==> src/basis_matrix_from_direction_defines.svh <==
`ifndef BASIS_MATRIX_FROM_DIRECTION_DEFINES_SVH
`define BASIS_MATRIX_FROM_DIRECTION_DEFINES_SVH

// same-cycle implication, sampled on clk, off while arst_n is low
`define BMFD_ASSERT(lbl, ante, cons, msg) \
	lbl: assert property (@(posedge clk) disable iff (!arst_n) (ante) |-> (cons)) \
		else $error(msg);

// next-cycle implication
`define BMFD_ASSERT_NEXT(lbl, ante, cons, msg) \
	lbl: assert property (@(posedge clk) disable iff (!arst_n) (ante) |=> (cons)) \
		else $error(msg);

`endif

==> src/bmfd_pipe_reg.sv <==
`default_nettype none

module bmfd_pipe_reg #(
	parameter int unsigned W = 8
) (
	input  wire logic         clk,
	input  wire logic         arst_n,
	input  wire logic         in_valid,
	output logic              in_ready,
	input  wire logic [W-1:0] in_data,
	output logic              out_valid,
	input  wire logic         out_ready,
	output logic [W-1:0]      out_data
);

	logic         vld_q;
	logic [W-1:0] data_q;

	assign in_ready  = !vld_q || out_ready;
	assign out_valid = vld_q;
	assign out_data  = data_q;

	always_ff @(posedge clk or negedge arst_n) begin
		if (!arst_n) begin
			vld_q <= 1'b0;
		end else if (in_ready) begin
			vld_q <= in_valid;
		end
	end

	always_ff @(posedge clk) begin
		if (in_ready && in_valid) begin
			data_q <= in_data;
		end
	end

endmodule

`default_nettype wire

==> config.mk <==
export PLATFORM = sky130hd
export DESIGN_NAME = bmfd_pipe_reg
export DESIGN_NICKNAME = d
export VERILOG_FILES = /design/src/basis_matrix_from_direction_defines.svh /design/src/bmfd_pipe_reg.sv
export SDC_FILE = /design/constraint.sdc
export NUM_CORES = 1
export LEC_CHECK = 0
export BUFFER_PORTS_ARGS = -buffer_cell sky130_fd_sc_hd__buf_2
export CORE_AREA = 2 2 39 41
export CTS_BUF_LIST = sky130_fd_sc_hd__clkbuf_8
export DETAILED_ROUTE_END_ITERATION = 6
export DIE_AREA = 0 0 41 43
export HOLD_SLACK_MARGIN = 0.08
export PLACE_DENSITY_LB_ADDON = 0.2
export SLEW_MARGIN = 5
export SYNTH_ARGS = -nofsm -noshare
export SYNTH_HDL_FRONTEND = slang
export SYNTH_SLANG_ARGS = --single-unit
==> constraint.sdc <==
create_clock -name clk -period 0.9 [get_ports clk]
set_clock_uncertainty 0.05 [all_clocks]
set_input_delay 0.09 -clock clk [delete_from_list [all_inputs] [get_ports clk]]
set_output_delay 0.09 -clock clk [all_outputs]
set_load 0.01 [all_outputs]
==> results.cfg <==
[floorplanning]
rows = 14
die_x_um = 41
die_area_mm2 = 0.001763
start_util_pct = 21.25
die_height_um = 43
ioPinCount = 22
core-area_mm2 = 0.001384

[sta]
worst_max_slew_margin_expressed_relative_to_the_limit_pct = 91.88
layout_worst_path_cycle_share_pct = 114.3
grt_setup_unrepaired = true
postLayoutSetupSlackWorst_ns = -0.1288
time_the_final_worst_path_needs_with_i_o_delays_and_setup_ns = 1.029
final-max-slew-violation-count = 0
report.final.hold_viol_count = 0
max_slew.worst_pin.slew_ns = 0.1218
setup_total_negative_slack_ns = -1.143
peak_clock_frequency_supported_by_timing_ghz = 0.9720
finalSetupViolCount = 10

[drt]
drt.antenna.violating_nets = 0
drt_first_pass_iters = 2
detailedRoute.firstIterationViolations = 2
totalWireLength_um = 674
overall_via_count_from_detail_route = 232
route.detailed.vias_per_inst = 3.625
drt-wirelength-per-cell_um = 10.53
remaining_drc_errors = 0

[placed_design]
globalplace.congestion = 0.5312
hpwlAfterDp_um = 441.8
dp_cells = 50
port-buffer-count = 21

[clock_network]
cts_tree = yes
cts.path.max_buffers = 2
clk_pin_slew_ns = 0.04
tritoncts.num_buffers = 3
cts_htree_levels = 1
clock_insertion_delay_worst_skew_ns = 0.23
ctsRootBufferMaster = sky130_fd_sc_hd__clkbuf_8
cts.sinks = 9

[cells_and_area]
ratio_of_cells_with_drive_above_1_in_the_final_layout_pct = 56.25
antenna-diode-count = 0
final_core_util_pct = 42.04
finalNetCount = 61
number_of_cells_in_the_finished_layout_apart_from_fillers = 64
area_delta_synth_final_pct = 97.87

[grt]
first_pass_grt_wire_length_um = 986
globalRoute.busiestLayer = met2
grt_pass1_vias = 264
use_met2_pct = 14.37
grt_use_met3_pct = 3.665
globalRouteOverflowTotal = 0
grt_max_degree = 9
grtUsageTotal_pct = 9.553
use_met1_pct = 7.692
grt_antenna_before_repair = 0

[synth]
synth_seq_cells = 9
postSynthCellCount = 12
synth_sequential_area_ratio_pct = 90.21
postSynth.asyncResetShare_pct = 11.11
synth_nets = 24
synthDominantCellAreaShare_pct = 81.70
synth_cell_type_count = 5
synth_area_per_cell_um2 = 24.50
number_of_synthesized_flops_with_an_enable_pin = 8
synth_largest_area_cell = sky130_fd_sc_hd__edfxtp_1
synthesis.area_um2 = 294.0
yosys_most_used_dff = sky130_fd_sc_hd__edfxtp_1
yosys_warnings = 0
synth_common_cells = sky130_fd_sc_hd__edfxtp_1, sky130_fd_sc_hd__and2_4, sky130_fd_sc_hd__dfrtp_1, sky130_fd_sc_hd__nand2b_1, sky130_fd_sc_hd__nand2b_4
post-synth-top-count-cell = sky130_fd_sc_hd__edfxtp_1
netlist_top_cells_area = sky130_fd_sc_hd__edfxtp_1, sky130_fd_sc_hd__dfrtp_1, sky130_fd_sc_hd__nand2b_4

[run_status]
violations = setup timing
result_of_the_run = finished, violations left

[critical_path]
critical_path_cell_with_the_highest_stage_delay = sky130_fd_sc_hd__dfrtp_1
worstSetupPathType = register to output pin
critPathMaxStageDelay_ns = 0.38
critPathRequiredTime_ns = 0.76
crit_fanout = 2
worstSetupEndpointType = output pin
critical_path.startpoint_type = register
crit_path_cell_trace = nand2b_4 > buf_6 > buf_6
crit_top_cell = sky130_fd_sc_hd__buf_6
worst_ep_arrival_time_ns = 0.89

[power]
vdd_ir_drop_max_mv = 0.6697
p_leak_uw = 0.0002618
power.density_cell_area_mw_per_mm2 = 1831

[hold_path]
min-delay-path-class = primary input to asynchronous set/reset pin

[job]
maxCapViolCount = 0
## layer usage
| layer | wire length (um) | vias to the layer above |
|---|---|---|
| met5 | 0 | - |
| met4 | 8 | 0 |
| met3 | 57 | 2 |
| met2 | 388 | 11 |
| met1 | 219 | 104 |
| li1 | - | 115 |
## worst max-delay path: cells and delay by family (launching register included)
family	cells	cell delay [ns]
buffers and inverters	2	0.22
DFF	1	0.38
and+or+nand+nor	1	0.06
## stage by stage
step	hold WS, ns	power (uW)	area, um2	worst slack [ns]
floorplan	-0.2556	532.4	294.0	-0.1553
global placement	-0.1840	583.5	426.7	-0.1081
detailed placement	-0.1821	587.6	426.7	-0.1209
CTS	0.1074	1084	581.8	-0.1439
global route	0.1219	1117	581.8	-0.1694
finish	0.1179	1065	581.8	-0.1288
## cell families after synthesis
group / after synthesis / synth area share (%)
flip-flops: 9 / 90.21
AND/OR/NAND/NOR: 3 / 9.788
## final cells by class
class | count | area [um2]
fill | 147 | 802.0
sequential | 9 | 265.3
timing repair buffer | 32 | 222.7
clock buffer | 3 | 41.29
multi-input combinational | 3 | 28.78
tap | 16 | 20.02
clock inverter | 1 | 3.754
## layout by cell type, fill, tap and decap left out
cell                            netlist  final
sky130_fd_sc_hd__and2_4               1      1
sky130_fd_sc_hd__inv_1                0      1
sky130_fd_sc_hd__buf_2                0     20
sky130_fd_sc_hd__nand2b_1             1      1
sky130_fd_sc_hd__clkbuf_8             0      3
sky130_fd_sc_hd__dlygate4sd3_1        0     10
sky130_fd_sc_hd__nand2b_4             1      1
sky130_fd_sc_hd__buf_6                0      2
sky130_fd_sc_hd__dfrtp_1              1      1
sky130_fd_sc_hd__edfxtp_1             8      8
## final timing paths
path / startpoint / to / slack (ns) / depth (start not counted)
max reg2reg: out_valid / out_data[6] / -0.13 / 2
min in group clk: out_ready / out_valid / 0.17 / 4
min reg2reg: out_valid / out_valid / 0.59 / 3
min: arst_n / out_valid / 0.12 / 2
max: out_valid / in_ready / -0.13 / 3
max in group asynchronous: arst_n / out_valid / 0.60 / 2
## power by group
| part | leakage [uW] | internal, uW | switching (uW) |
|---|---|---|---|
| registers | 0.0000869 | 485 | 6.83 |
| clock network | 0.0000269 | 296 | 150 |
| logic | 0.000148 | 79.5 | 48.5 |
| total | 0.000262 | 860 | 205 |
## flip-flops by register name, summed over array words and instances (netlist names)
register and count:
out_valid 1, out_data 8
## what timing repair did
action                                 in CTS  in global routing
gates cloned                                0                  0
pin swaps                                   0                  0
setup endpoints to repair                  10                 11
gates resized for setup                     2                  0
endpoints found under the hold margin      10                  0
buffers inserted                            0                  0
hold buffers                               10                  0
Power figures use the tool's default switching activity.
